## src/rtl/core/fixed_point_decimal_formatter_core_assert.svh

```systemverilog
// assertion macros for the decimal formatter core
`ifndef FIXED_POINT_DECIMAL_FORMATTER_CORE_ASSERT_SVH
`define FIXED_POINT_DECIMAL_FORMATTER_CORE_ASSERT_SVH
`ifndef SYNTHESIS
`define FPDF_ASSERT(lbl, prop, msg) \
  lbl: assert property (@(posedge clk_i) disable iff (!rst_ni) prop) else $error(msg);
`define FPDF_ASSERT_NEXT(lbl, pre, post, msg) \
  lbl: assert property (@(posedge clk_i) disable iff (!rst_ni) pre |=> post) else $error(msg);
`else
`define FPDF_ASSERT(lbl, prop, msg)
`define FPDF_ASSERT_NEXT(lbl, pre, post, msg)
`endif
`endif

```

## src/rtl/core/fpdf_pkg.sv

```systemverilog
`timescale 1ns / 1ps
package fpdf_pkg;

  // register indexes
  localparam int unsigned CfgIndexW = 3;
  typedef enum logic [CfgIndexW-1:0] {
    CFG_SCALE     = 3'd0,
    CFG_PRECISION = 3'd1,
    CFG_GROUP_EN  = 3'd2,
    CFG_SEP_CHAR  = 3'd3,
    CFG_POINT     = 3'd4,
    CFG_FIRST     = 3'd5,
    CFG_LATER     = 3'd6
  } cfg_idx_e;

  // reset values
  localparam logic [5:0] RST_SCALE     = 6'd30;
  localparam logic [5:0] RST_PRECISION = 6'd2;
  localparam logic       RST_GROUP_EN  = 1'b1;
  localparam logic [7:0] RST_SEP_CHAR  = 8'd44;
  localparam logic [7:0] RST_POINT     = 8'd46;
  localparam logic [3:0] RST_FIRST     = 4'd3;
  localparam logic [3:0] RST_LATER     = 4'd3;

  localparam logic [3:0] GROUP_MIN = 4'd2;
  localparam logic [3:0] GROUP_MAX = 4'd9;

  // character codes
  localparam logic [7:0] CHAR_ZERO  = 8'h30;
  localparam logic [7:0] CHAR_ONE   = 8'h31;
  localparam logic [7:0] CHAR_LESS  = 8'h3c;
  localparam logic [7:0] CHAR_SPACE = 8'h20;

  typedef struct packed {
    logic [5:0] scale_exponent;
    logic [5:0] precision;
    logic       group_enable;
    logic [7:0] separator_char;
    logic [7:0] point_char;
    logic [3:0] first_group_size;
    logic [3:0] later_group_size;
  } cfg_t;

  typedef enum logic [3:0] {
    ST_IDLE, ST_CONV, ST_SCAN, ST_DECIDE, ST_INT, ST_SEP, ST_POINT, ST_FRAC, ST_LT
  } state_e;

  typedef enum logic [1:0] {
    CH_DIGIT, CH_SEP, CH_POINT, CH_LT
  } char_sel_e;

  typedef struct packed {
    logic      load;
    logic      conv;
    logic      prep;
    logic      scan;
    logic      shift;
    logic      started_set;
    logic      fcnt_inc;
    logic      emit;
    char_sel_e sel;
    logic      last;
  } cmd_t;

  typedef struct packed {
    logic conv_done;
    logic scan_done;
    logic pos_gt_e;
    logic pos_eq_e;
    logic top_nz;
    logic started;
    logic sep_here;
    logic frac_show;
    logic lt;
    logic rest_nz;
    logic frac_last;
    logic lt_last;
    logic out_free;
  } status_t;

endpackage

```

## src/rtl/core/fpdf_if.sv

```systemverilog
`timescale 1ns / 1ps
interface fpdf_in_if;
  logic        valid;
  logic        ready;
  logic [63:0] amount_high;
  logic [63:0] amount_low;
  modport source (output valid, amount_high, amount_low, input ready);
  modport sink (input valid, amount_high, amount_low, output ready);
endinterface

interface fpdf_out_if;
  logic       valid;
  logic       ready;
  logic [7:0] text_char;
  logic       last_char;
  modport source (output valid, text_char, last_char, input ready);
  modport sink (input valid, text_char, last_char, output ready);
endinterface

```

## src/rtl/core/fpdf_datapath.sv

```systemverilog
`timescale 1ns / 1ps
module fpdf_datapath #(
  parameter int unsigned AMOUNT_WIDTH = 128,
  parameter int unsigned MAX_DIGITS   = 39
) (
  input  logic             clk_i,
  input  logic             rst_ni,
  input  fpdf_pkg::cfg_t   cfg_i,
  input  logic [63:0]      amount_high_i,
  input  logic [63:0]      amount_low_i,
  input  fpdf_pkg::cmd_t   cmd_i,
  output fpdf_pkg::status_t status_o,
  input  logic             out_ready_i,
  output logic             out_valid_o,
  output logic [7:0]       text_char_o,
  output logic             last_char_o
);
  import fpdf_pkg::*;

  localparam int unsigned BW = 4 * MAX_DIGITS;
  localparam int unsigned CW = $clog2(AMOUNT_WIDTH + 1);
  localparam int unsigned PW = $clog2(MAX_DIGITS + 1);
  localparam int unsigned IW = $clog2(MAX_DIGITS);
  localparam logic [5:0] EMAX = 6'(MAX_DIGITS - 1);
  localparam logic [PW-1:0] POS_TOP = PW'(MAX_DIGITS - 1);
  localparam logic [PW-1:0] POS_END = PW'(MAX_DIGITS);

  logic [AMOUNT_WIDTH-1:0] bin_q, bin_d;
  logic [BW-1:0]           bcd_q, bcd_d, bcd_adj;
  logic [CW-1:0]           cnt_q, cnt_d;
  logic [PW-1:0]           pos_q, pos_d;
  logic [MAX_DIGITS-1:0]   sep_q, sep_d;
  logic [3:0]              dist_q, dist_d;
  logic                    frac_nz_q, frac_nz_d, shown_nz_q, shown_nz_d;
  logic                    int_nz_q, int_nz_d, started_q, started_d;
  logic [6:0]              fcnt_q, fcnt_d;
  logic                    valid_q, valid_d, last_q, last_d;
  logic [7:0]              char_q, char_d;

  logic [5:0] e_w, p_w;
  logic [3:0] f_w, l_w;
  logic [6:0] e_x, p_x, pos_x;
  logic [3:0] top;
  logic       grouping;
  logic [7:0] lt_char;
  logic [127:0] amount;

  // effective settings
  always_comb begin
    e_w = (cfg_i.scale_exponent > EMAX) ? EMAX : cfg_i.scale_exponent;
    p_w = (cfg_i.precision > e_w) ? e_w : cfg_i.precision;
    f_w = (cfg_i.first_group_size < GROUP_MIN) ? GROUP_MIN :
          (cfg_i.first_group_size > GROUP_MAX) ? GROUP_MAX : cfg_i.first_group_size;
    l_w = (cfg_i.later_group_size < GROUP_MIN) ? GROUP_MIN :
          (cfg_i.later_group_size > GROUP_MAX) ? GROUP_MAX : cfg_i.later_group_size;
    grouping = cfg_i.group_enable && (cfg_i.separator_char != 8'd0);
  end

  assign e_x    = {1'b0, e_w};
  assign p_x    = {1'b0, p_w};
  assign pos_x  = 7'(pos_q);
  assign top    = bcd_q[BW-1 -: 4];
  assign amount = {amount_high_i, amount_low_i};

  // double dabble add-3 correction, one per digit
  always_comb begin
    for (int j = 0; j < MAX_DIGITS; j++) begin
      bcd_adj[4*j +: 4] = (bcd_q[4*j +: 4] >= 4'd5) ? bcd_q[4*j +: 4] + 4'd3
                                                    : bcd_q[4*j +: 4];
    end
  end

  // less-than text sequence
  always_comb begin
    if (fcnt_q == 7'd0) begin
      lt_char = CHAR_LESS;
    end else if (fcnt_q == 7'd1) begin
      lt_char = CHAR_SPACE;
    end else if (p_w == 6'd0) begin
      lt_char = CHAR_ONE;
    end else if (fcnt_q == 7'd3) begin
      lt_char = cfg_i.point_char;
    end else if (fcnt_q == p_x + 7'd3) begin
      lt_char = CHAR_ONE;
    end else begin
      lt_char = CHAR_ZERO;
    end
  end

  // next state of the datapath registers
  always_comb begin
    bin_d      = bin_q;
    bcd_d      = bcd_q;
    cnt_d      = cnt_q;
    pos_d      = pos_q;
    sep_d      = sep_q;
    dist_d     = dist_q;
    frac_nz_d  = frac_nz_q;
    shown_nz_d = shown_nz_q;
    int_nz_d   = int_nz_q;
    started_d  = started_q;
    fcnt_d     = fcnt_q;
    if (cmd_i.load) begin
      bin_d = amount[AMOUNT_WIDTH-1:0];
      bcd_d = '0;
      cnt_d = CW'(AMOUNT_WIDTH);
      pos_d = '0;
      sep_d = '0;
      dist_d = '0;
    end
    if (cmd_i.conv) begin
      bcd_d = {bcd_adj[BW-2:0], bin_q[AMOUNT_WIDTH-1]};
      bin_d = {bin_q[AMOUNT_WIDTH-2:0], 1'b0};
      cnt_d = cnt_q - CW'(1);
      // separator positions, built upward from the units digit
      if (pos_q != POS_END) begin
        if (pos_x == e_x) begin
          dist_d = f_w;
        end else if (pos_x > e_x) begin
          if (dist_q == 4'd1) begin
            sep_d[pos_q[IW-1:0]] = 1'b1;
            dist_d = l_w;
          end else begin
            dist_d = dist_q - 4'd1;
          end
        end
        pos_d = pos_q + PW'(1);
      end
    end
    if (cmd_i.prep) begin
      pos_d      = POS_TOP;
      frac_nz_d  = 1'b0;
      shown_nz_d = 1'b0;
      int_nz_d   = 1'b0;
      started_d  = 1'b0;
      fcnt_d     = '0;
    end
    if (cmd_i.scan) begin
      if (top != 4'd0) begin
        if (pos_x < e_x) begin
          frac_nz_d = 1'b1;
          if (pos_x + p_x >= e_x) shown_nz_d = 1'b1;
        end else begin
          int_nz_d = 1'b1;
        end
      end
      bcd_d = {bcd_q[BW-5:0], top};
      pos_d = (pos_q == '0) ? POS_TOP : pos_q - PW'(1);
    end
    if (cmd_i.shift) begin
      bcd_d = {bcd_q[BW-5:0], 4'd0};
      sep_d = {sep_q[MAX_DIGITS-2:0], 1'b0};
      pos_d = pos_q - PW'(1);
    end
    if (cmd_i.started_set) started_d = 1'b1;
    if (cmd_i.fcnt_inc) fcnt_d = fcnt_q + 7'd1;
  end

  // output register
  always_comb begin
    valid_d = valid_q;
    char_d  = char_q;
    last_d  = last_q;
    if (cmd_i.emit) begin
      valid_d = 1'b1;
      last_d  = cmd_i.last;
      unique case (cmd_i.sel)
        CH_DIGIT: char_d = CHAR_ZERO | {4'd0, top};
        CH_SEP:   char_d = cfg_i.separator_char;
        CH_POINT: char_d = cfg_i.point_char;
        CH_LT:    char_d = lt_char;
        default:  char_d = CHAR_ZERO;
      endcase
    end else if (out_ready_i) begin
      valid_d = 1'b0;
    end
  end

  always_ff @(posedge clk_i or negedge rst_ni) begin
    if (!rst_ni) begin
      valid_q <= 1'b0;
      cnt_q   <= '0;
      pos_q   <= '0;
    end else begin
      valid_q <= valid_d;
      cnt_q   <= cnt_d;
      pos_q   <= pos_d;
    end
  end

  always_ff @(posedge clk_i) begin
    bin_q      <= bin_d;
    bcd_q      <= bcd_d;
    sep_q      <= sep_d;
    dist_q     <= dist_d;
    frac_nz_q  <= frac_nz_d;
    shown_nz_q <= shown_nz_d;
    int_nz_q   <= int_nz_d;
    started_q  <= started_d;
    fcnt_q     <= fcnt_d;
    char_q     <= char_d;
    last_q     <= last_d;
  end

  // status to the controller
  always_comb begin
    status_o.conv_done = (cnt_q == '0);
    status_o.scan_done = (pos_q == '0);
    status_o.pos_gt_e  = (pos_x > e_x);
    status_o.pos_eq_e  = (pos_x == e_x);
    status_o.top_nz    = (top != 4'd0);
    status_o.started   = started_q;
    status_o.sep_here  = grouping && sep_q[MAX_DIGITS-1];
    status_o.frac_show = (p_w != 6'd0) && frac_nz_q;
    status_o.lt        = !int_nz_q && frac_nz_q && !shown_nz_q;
    status_o.rest_nz   = |bcd_q[BW-5:0];
    status_o.frac_last = (fcnt_q + 7'd1 == p_x);
    status_o.lt_last   = ((p_w == 6'd0) && (fcnt_q == 7'd2)) ||
                         ((p_w != 6'd0) && (fcnt_q == p_x + 7'd3));
    status_o.out_free  = !valid_q || out_ready_i;
  end

  assign out_valid_o = valid_q;
  assign text_char_o = char_q;
  assign last_char_o = last_q;

endmodule

```

## src/rtl/core/fpdf_ctrl.sv

```systemverilog
`timescale 1ns / 1ps
`include "fixed_point_decimal_formatter_core_assert.svh"
module fpdf_ctrl (
  input  logic              clk_i,
  input  logic              rst_ni,
  input  logic              in_valid_i,
  output logic              in_ready_o,
  input  fpdf_pkg::status_t status_i,
  output fpdf_pkg::cmd_t    cmd_o
);
  import fpdf_pkg::*;

  state_e state_q, state_d;

  always_ff @(posedge clk_i or negedge rst_ni) begin
    if (!rst_ni) begin
      state_q <= ST_IDLE;
    end else begin
      state_q <= state_d;
    end
  end

  // next state and commands
  always_comb begin
    state_d    = state_q;
    cmd_o      = '0;
    cmd_o.sel  = CH_DIGIT;
    in_ready_o = 1'b0;
    unique case (state_q)
      ST_IDLE: begin
        in_ready_o = 1'b1;
        if (in_valid_i) begin
          cmd_o.load = 1'b1;
          state_d = ST_CONV;
        end
      end
      ST_CONV: begin
        if (status_i.conv_done) begin
          cmd_o.prep = 1'b1;
          state_d = ST_SCAN;
        end else begin
          cmd_o.conv = 1'b1;
        end
      end
      ST_SCAN: begin
        cmd_o.scan = 1'b1;
        if (status_i.scan_done) state_d = ST_DECIDE;
      end
      ST_DECIDE: begin
        state_d = status_i.lt ? ST_LT : ST_INT;
      end
      ST_INT: begin
        // skip leading zeros above the units digit
        if (status_i.pos_gt_e && !status_i.top_nz && !status_i.started) begin
          cmd_o.shift = 1'b1;
        end else if (status_i.out_free) begin
          cmd_o.emit = 1'b1;
          cmd_o.sel = CH_DIGIT;
          cmd_o.shift = 1'b1;
          cmd_o.started_set = 1'b1;
          cmd_o.last = status_i.pos_eq_e && !status_i.frac_show;
          if (status_i.sep_here && status_i.pos_gt_e) begin
            state_d = ST_SEP;
          end else if (status_i.pos_eq_e) begin
            state_d = status_i.frac_show ? ST_POINT : ST_IDLE;
          end
        end
      end
      ST_SEP: begin
        if (status_i.out_free) begin
          cmd_o.emit = 1'b1;
          cmd_o.sel = CH_SEP;
          state_d = ST_INT;
        end
      end
      ST_POINT: begin
        if (status_i.out_free) begin
          cmd_o.emit = 1'b1;
          cmd_o.sel = CH_POINT;
          state_d = ST_FRAC;
        end
      end
      ST_FRAC: begin
        if (status_i.out_free) begin
          cmd_o.emit = 1'b1;
          cmd_o.sel = CH_DIGIT;
          cmd_o.shift = 1'b1;
          cmd_o.fcnt_inc = 1'b1;
          cmd_o.last = status_i.frac_last || !status_i.rest_nz;
          if (cmd_o.last) state_d = ST_IDLE;
        end
      end
      ST_LT: begin
        if (status_i.out_free) begin
          cmd_o.emit = 1'b1;
          cmd_o.sel = CH_LT;
          cmd_o.fcnt_inc = 1'b1;
          cmd_o.last = status_i.lt_last;
          if (status_i.lt_last) state_d = ST_IDLE;
        end
      end
      default: state_d = ST_IDLE;
    endcase
  end

  `FPDF_ASSERT(a_emit_free, cmd_o.emit |-> status_i.out_free, "beat emitted into full slot")
  `FPDF_ASSERT_NEXT(a_load_conv, state_q == ST_IDLE && in_valid_i, state_q == ST_CONV, "no conversion after accept")
  `FPDF_ASSERT_NEXT(a_sep_back, state_q == ST_SEP && status_i.out_free, state_q == ST_INT, "separator did not return to digits")

endmodule

```

## src/rtl/core/fixed_point_decimal_formatter_core.sv

```systemverilog
`timescale 1ns / 1ps
// channel  | dir | payload                      | handshake
// in_if    | in  | amount_high, amount_low      | valid / ready
// out_if   | out | text_char, last_char         | valid / ready
// cfg      | in  | cfg_index_i, cfg_data_i      | cfg_we_i, no wait
// one amount goes through shift-and-add-3 conversion, then a scan of the digits
// that picks the text form, then leading zeros above the units digit are skipped
// and the characters are sent, one character per output beat.
// one amount at a time; the next is taken once the last beat sits in the
// output register. output stalls hold the sequencer. reset clears the
// registers to their listed values and the pipeline to idle.
module fixed_point_decimal_formatter_core #(
  parameter int unsigned AMOUNT_WIDTH = 128,
  parameter int unsigned MAX_DIGITS   = 39
) (
  input  logic                           clk_i,
  input  logic                           rst_ni,
  fpdf_in_if.sink                        in_if,
  fpdf_out_if.source                     out_if,
  input  logic                           cfg_we_i,
  input  logic [fpdf_pkg::CfgIndexW-1:0] cfg_index_i,
  input  logic [7:0]                     cfg_data_i
);
  import fpdf_pkg::*;

  cfg_t    cfg_q;
  cmd_t    cmd;
  status_t status;

  // configuration registers
  always_ff @(posedge clk_i or negedge rst_ni) begin
    if (!rst_ni) begin
      cfg_q.scale_exponent   <= RST_SCALE;
      cfg_q.precision        <= RST_PRECISION;
      cfg_q.group_enable     <= RST_GROUP_EN;
      cfg_q.separator_char   <= RST_SEP_CHAR;
      cfg_q.point_char       <= RST_POINT;
      cfg_q.first_group_size <= RST_FIRST;
      cfg_q.later_group_size <= RST_LATER;
    end else if (cfg_we_i) begin
      unique case (cfg_index_i)
        CFG_SCALE:     cfg_q.scale_exponent   <= cfg_data_i[5:0];
        CFG_PRECISION: cfg_q.precision        <= cfg_data_i[5:0];
        CFG_GROUP_EN:  cfg_q.group_enable     <= cfg_data_i[0];
        CFG_SEP_CHAR:  cfg_q.separator_char   <= cfg_data_i;
        CFG_POINT:     cfg_q.point_char       <= cfg_data_i;
        CFG_FIRST:     cfg_q.first_group_size <= cfg_data_i[3:0];
        CFG_LATER:     cfg_q.later_group_size <= cfg_data_i[3:0];
        default: ;
      endcase
    end
  end

  fpdf_ctrl u_ctrl (
    .clk_i      (clk_i),
    .rst_ni     (rst_ni),
    .in_valid_i (in_if.valid),
    .in_ready_o (in_if.ready),
    .status_i   (status),
    .cmd_o      (cmd)
  );

  fpdf_datapath #(
    .AMOUNT_WIDTH (AMOUNT_WIDTH),
    .MAX_DIGITS   (MAX_DIGITS)
  ) u_datapath (
    .clk_i         (clk_i),
    .rst_ni        (rst_ni),
    .cfg_i         (cfg_q),
    .amount_high_i (in_if.amount_high),
    .amount_low_i  (in_if.amount_low),
    .cmd_i         (cmd),
    .status_o      (status),
    .out_ready_i   (out_if.ready),
    .out_valid_o   (out_if.valid),
    .text_char_o   (out_if.text_char),
    .last_char_o   (out_if.last_char)
  );

endmodule

```

## src/flat_wrapper.sv

```systemverilog
// flat-port wrapper written by rule: the top's interface ports become plain ports
module fixed_point_decimal_formatter_core_flat import fpdf_pkg::*;
#(
  parameter int unsigned AMOUNT_WIDTH = 128,
  parameter int unsigned MAX_DIGITS   = 39
)
  (clk_i, rst_ni, cfg_we_i, cfg_index_i, cfg_data_i, in_if_valid, in_if_amount_high, in_if_amount_low, in_if_ready, out_if_valid, out_if_text_char, out_if_last_char, out_if_ready);
  fpdf_in_if in_if_i ();
  fpdf_out_if out_if_i ();
  input  logic clk_i;
  input  logic rst_ni;
  input  logic cfg_we_i;
  input  logic [fpdf_pkg::CfgIndexW-1:0] cfg_index_i;
  input  logic [7:0] cfg_data_i;
  input wire logic [$bits(in_if_i.valid)-1:0] in_if_valid;
  input wire logic [$bits(in_if_i.amount_high)-1:0] in_if_amount_high;
  input wire logic [$bits(in_if_i.amount_low)-1:0] in_if_amount_low;
  output wire logic [$bits(in_if_i.ready)-1:0] in_if_ready;
  output wire logic [$bits(out_if_i.valid)-1:0] out_if_valid;
  output wire logic [$bits(out_if_i.text_char)-1:0] out_if_text_char;
  output wire logic [$bits(out_if_i.last_char)-1:0] out_if_last_char;
  input wire logic [$bits(out_if_i.ready)-1:0] out_if_ready;
  assign in_if_i.valid = in_if_valid;
  assign in_if_i.amount_high = in_if_amount_high;
  assign in_if_i.amount_low = in_if_amount_low;
  assign in_if_ready = in_if_i.ready;
  assign out_if_valid = out_if_i.valid;
  assign out_if_text_char = out_if_i.text_char;
  assign out_if_last_char = out_if_i.last_char;
  assign out_if_i.ready = out_if_ready;
  fixed_point_decimal_formatter_core #(.AMOUNT_WIDTH(AMOUNT_WIDTH), .MAX_DIGITS(MAX_DIGITS)) u_core (.clk_i(clk_i), .rst_ni(rst_ni), .in_if(in_if_i), .out_if(out_if_i), .cfg_we_i(cfg_we_i), .cfg_index_i(cfg_index_i), .cfg_data_i(cfg_data_i));
endmodule
```

## config.mk

```make
export PLATFORM = sky130hd
export DESIGN_NAME = fixed_point_decimal_formatter_core_flat
export DESIGN_NICKNAME = d
export VERILOG_FILES = /design/src/rtl/core/fpdf_pkg.sv /design/src/rtl/core/fpdf_if.sv /design/src/rtl/core/fpdf_datapath.sv /design/src/rtl/core/fpdf_ctrl.sv /design/src/rtl/core/fixed_point_decimal_formatter_core.sv /design/src/flat_wrapper.sv
export VERILOG_INCLUDE_DIRS = /design/src /design/src/rtl/core
export SDC_FILE = /design/constraint.sdc
export NUM_CORES = 1
export LEC_CHECK = 0
export BUFFER_PORTS_ARGS = -buffer_cell sky130_fd_sc_hd__clkbuf_2
export CAP_MARGIN = 10
export CORE_UTILIZATION = 45
export DETAILED_ROUTE_END_ITERATION = 10
export PLACE_DENSITY = 0.63
export SYNTH_ARGS = -nofsm -noshare
export SYNTH_HDL_FRONTEND = slang
export SYNTH_HIERARCHICAL = 1
export SYNTH_SLANG_ARGS = --single-unit
```

## constraint.sdc

```tcl
create_clock -name clk_i -period 9.5 [get_ports clk_i]
set_input_delay 0.475 -clock clk_i [delete_from_list [all_inputs] [get_ports clk_i]]
set_output_delay 0.475 -clock clk_i [all_outputs]
set_load 0.005 [all_outputs]
```

**Word-level counts from Yosys, hierarchy flattened**

Index checks and enable logic that the tools add are counted.

- Flip-flop bits (word level): 403
- Output and inout port bits: 11

- Add/sub/neg operators: 46
- Order comparisons: 50
- Eq/ne operators: 37
- Multiplexer cells: 136
- Bitwise operators: 1
- Reduce and logical (&&, ||, !) cells: 46

Operators by type and width:

| kind | count |
|---|---|
| two-way mux 156 bit | 4 |
| two-way mux 39 bit | 7 |
| two-way mux 128 bit | 2 |
| two-way mux 4 bit | 64 |
| greater-or-equal comparator 4 x 3 -> 1 bit, second input constant | 39 |
| adder 4 x 2 -> 4 bit, second input constant | 38 |
| OR reduction 152 bit | 1 |
| two-way mux 6 bit | 9 |
| two-way mux 8 bit | 6 |
| OR 39 bit | 1 |
| one-hot mux 4 bit (9 select lines) | 1 |
| one-hot mux 8 bit (4 select lines) | 1 |
| two-way mux 1 bit | 27 |
| == test 4 x 3 -> 1 bit, second input constant | 4 |
| one-hot mux 3 bit (5 select lines) | 1 |
| == test 7 x 2 -> 1 bit, second input constant | 2 |
| two-way mux 7 bit | 2 |
| != test 2 x 1 -> 1 bit, second input constant | 7 |
| AND reduction 2 bit | 7 |
| greater-than comparator 6 bit | 2 |
| logical AND 1 bit | 12 |
| zero test 6 bit | 2 |
| two-way mux 3 bit | 4 |
| AND reduction 12 bit | 1 |
| 47 further kinds | 72 |

**Logic depth before layout (Yosys ltp)**

- Word-level depth: 13
- Mapped depth: 22

**By module**

Netlist, hierarchy kept.

By module, submodules not included:

| module | instances | cells each | area each (µm²) |
|---|---|---|---|
| fpdf_datapath | 1 | 1987 | 20947.6 |
| fixed_point_decimal_formatter_core | 1 | 83 | 1462.7 |
| fpdf_ctrl | 1 | 76 | 534.3 |

**Worst setup path before layout**

Ideal clock, no wire load.

- Path kind: reg2reg
- From: reg u_core/cfg_q[35] (netlist name)
- To: reg u_core.u_datapath.bcd_q[100], enable pin
- Library setup time: 1265 ps
- Data arrival time: 6193 ps
- Data required time: 8235 ps
- Path slack: 2042 ps
- Cell stages (with the launch flop): 17
- Path through: dfstp_2 > o21ai_1 > or2b_1 > inv_1 > ha_1 > a21o_1 > maj3_1 > a221o_2 > clkbuf_1 > and2_1 > nor3b_1 > o21ai_0 > a21oi_1 > nor2_1 > clkbuf_1 > buf_1 > nand2_1

RTL lines:

| element | RTL line | RTL |
|---|---|---|
| start: declaration | fixed_point_decimal_formatter_core.sv:26 | `cfg_t cfg_q;` |
| end signal: assignment | fpdf_datapath.sv:193 | `bcd_q <= bcd_d;` |
| end: declaration | fpdf_datapath.sv:29 | `logic [BW-1:0] bcd_q, bcd_d, bcd_adj;` |

==> out/results.ini <==
[synth]
yosys_warnings=6
synth.avg_cell_area_um2=10.7
syn_area_um2=22900
synth_edf_count=295
ys_seq_area_share_pct=49.3
ys.flop_type=edfxtp_1
synthCells=2146
synthDistinctLibCells=91
synth_seq_cells=403
synthArstFlopShare_pct=13.9
syn-num-nets=2439

[timing]
hold_viol=0
maxSlewViolCount=0
skew_ns=0.0215
fin_crit_ns=5.99
tns_ns=0
max_freq_mhz=167
grt_setup_unrepaired=no
worst_pin_slew_ns=1.17
fin_crit_sh_pct=63.0
slew-limit-headroom_pct=21.8
setup_slack_ns=3.51
setup_viol=0

[floorplan]
start_util_pct=45.6
die_x_um=228
rows=82
boundaryPins=155
dieArea_um2=51900
die_height_um=228
core-area_um2=50300

[detailed_routing]
drtIter0Drc=1415
via_count=17100
wirelength_um=54700
drc=0
wl_per_cell_um=18.4
ant_nets=0
drtPass1Iterations=5
routed_via_density=5.76

[layout]
postLayoutCoreUtil_pct=51.5
syn_to_final_growth_pct=12.8
nNetsFinal=2552
layout-drive-gt1-share_pct=14.7
multiInputGateArea_um2=10700
regArea_um2=11300
nFillCells=4577

[placed_design]
place_ws_ns=3.51
dp_hpwl_um=36000
finalWeightedCongestion=0.832
io_buffers=154

[power]
p_total_w=0.0101
ir_worst_vdd_v=0.000365
p_leak_nw=9.91
p_per_area_nw_per_um2=392

[grt]
grt_util_all_layers_pct=20.9
grt_pass1_wl_um=89700
antenna_found_initial=0
overflow=0
grt_max_degree=108
grt_pass1_vias=16900

[clocking]
cts_resized=0
clkLatencyLatePin_ns=0.59
path_clk_slew_ns=0.06
clockBufferDepth=3
ctsHoldBuffers=0
clock-sinks=403
cts_max_level=2
post-cts-setup-buffers=0
cts_made_buffers=46
clockRootBuffer=clkbuf_16
cts_tree=done

[worst_setup_path]
reg2regPathDepth=15
reg2reg_from=u_core/cfg_q[35]$_DFFE_PN1P_
r2r_end=u_core/u_datapath/bcd_q[6]$_DFFE_PP_
crit_start=u_core/cfg_q[35]$_DFFE_PN1P_
critPathKind=reg2reg
cp-end-kind=flip-flop
crit_top_cell=buf_4
crit_slowest_cell=buf_4
slowest_delay_ns=0.98
rrSetupSlack_ns=3.51
critPathArrivalTime_ns=6.18
crit_fanout=85
crit_chain=o21ai_1 -> or2b_1 -> inv_1 -> ha_1 -> a21o_1 -> maj3_1 -> a221o_2 -> and2_1 -> nor3b_1 -> o21ai_0 -> a21oi_4 -> buf_4 -> nor2_4 -> nand2_4 -> buf_4
cp.required_ns=9.69
setup.worst_path.start_class=flip-flop

[run_status]
status=finished clean

[flow_run]
max_cap_violations=0

[worst_hold_path]
min-delay-path-class=in2async

[critical path: cells and delay by family, from the launching register on]
family	cells	cell delay [ns]
simple gates	5	1.88
buf+inv	3	1.68
compound gates	5	0.90
flops	1	0.58
fa+ha+maj	2	0.45
[how the worst max path moves through the flow]
stage	slack [ns]	cells after the start	endpoint
detailed placement	3.51	18	u_core/u_datapath/bcd_q[140]$_DFFE_PP_
global route	2.93	18	u_core/u_datapath/bcd_q[136]$_DFFE_PP_
floorplan	2.04	16	u_core/u_datapath/bcd_q[100]$_DFFE_PP_
global placement	3.60	15	u_core/u_datapath/bcd_q[8]$_DFFE_PP_
finish	3.51	15	u_core/u_datapath/bcd_q[6]$_DFFE_PP_
CTS	3.49	15	u_core/u_datapath/bcd_q[139]$_DFFE_PP_
[report_power, final]
part	internal (W)	switching (W)	total, W	leakage (nW)
registers	0.00320	0.000728	0.00393	4.03
logic	0.00165	0.00269	0.00434	5.11
clock network	0.00113	0.000744	0.00187	0.773
total	0.00598	0.00416	0.0101	9.91
[layout by cell type (no fill, tap or decap), types with 48 or more instances in the layout]
cell	count
clkbuf_16	48
a21oi_1	207
inv_1	142
o21ai_0	139
nor2_1	99
nand2_1	130
dfxtp_1	52
ha_1	148
edfxtp_1	295
xnor2_1	56
nand2b_1	49
a22o_1	134
nor3b_1	48
clkbuf_2	154
[logic make-up after synthesis]
family | share of synthesized area [%]
AO/OA/AOI/OAI | 20.6
flip-flops | 49.3
multiplexers | 2.30
buffers and inverters | 4.15
adder cells (fa/ha/maj) | 8.20
XOR/XNOR | 3.28
AND/OR/NAND/NOR | 12.1
[registers in the layout, indices dropped and copies added, names as in the netlist, 4 cells and up]
register,cells
u_core/u_datapath/dist_q,4
u_core/u_datapath/cnt_q,8
u_core/u_datapath/pos_q,6
u_core/u_datapath/fcnt_q,7
u_core/u_datapath/sep_q,39
u_core/u_datapath/bcd_q,156
u_core/u_datapath/text_char_o,8
u_core/cfg_q,37
u_core/u_datapath/bin_q,128
u_core/u_ctrl/state_q,4
[Yosys cell counts (all sizes together), types with 4 or more instances]
| library cell | n | area share [%] |
|---|---|---|
| o31ai | 13 | 0.45 |
| buf | 21 | 0.45 |
| a22o | 134 | 5.1 |
| nand2 | 132 | 2.2 |
| a32oi | 9 | 0.34 |
| nand4b | 6 | 0.26 |
| inv | 144 | 2.4 |
| o32ai | 38 | 1.5 |
| and2 | 9 | 0.26 |
| clkbuf | 82 | 1.3 |
| a31oi | 6 | 0.16 |
| dfxtp | 52 | 4.5 |
| o22ai | 45 | 1.2 |
| a221oi | 25 | 0.95 |
| xnor2 | 58 | 2.3 |
| nor4 | 21 | 0.57 |
| nand3 | 17 | 0.39 |
| nor3b | 51 | 1.8 |
| nor2b | 34 | 0.93 |
| nor4bb | 4 | 0.17 |
| edfxtp | 295 | 39 |
| nor3 | 29 | 0.78 |
| o21ai | 150 | 3.3 |
| a22oi | 31 | 1.0 |
| a21oi | 208 | 4.5 |
| and3 | 9 | 0.27 |
| xor2 | 25 | 0.95 |
| or2 | 4 | 0.11 |
| a211oi | 8 | 0.26 |
| a21o | 12 | 0.39 |
| nand2b | 49 | 1.3 |
| o21bai | 4 | 0.13 |
| ha | 148 | 8.1 |
| dfstp | 17 | 1.9 |
| dfrtp | 39 | 4.3 |
| mux2 | 38 | 1.9 |
| o21a | 6 | 0.20 |
| nor4b | 11 | 0.51 |
| nand4 | 14 | 0.38 |
| nor2 | 103 | 1.7 |
| mux2i | 5 | 0.23 |
[layer usage]
layer,wire [um],GRT usage [%]
met1,25300,28.6
met3,3350,4.93
met2,25000,33.4
met5,0,0
met4,1000,5.13
[stage by stage]
step | std cells | hold slack [ns] | area [um^2]
3_3_place_gp | 2883 | 0.432 | 24300
5_1_grt | 2966 | 0.0988 | 25900
4_1_cts | 2966 | 0.0464 | 25900
2_1_floorplan | 2146 | 0.179 | 22900
3_5_place_dp | 2883 | 0.439 | 24300
6_report | 2967 | 0.0442 | 25900
[final cells by class]
class,instances,area share [%]
flip-flops and latches,403,43.7
multi-input cells,1496,41.5
clock buffers,62,5.07
repair buffers,168,3.38
well taps,672,3.25
inverters,144,2.10
clock inverters,21,1.00
diodes,1,0.00967
Note: power is estimated with default switching activity, not from simulation.
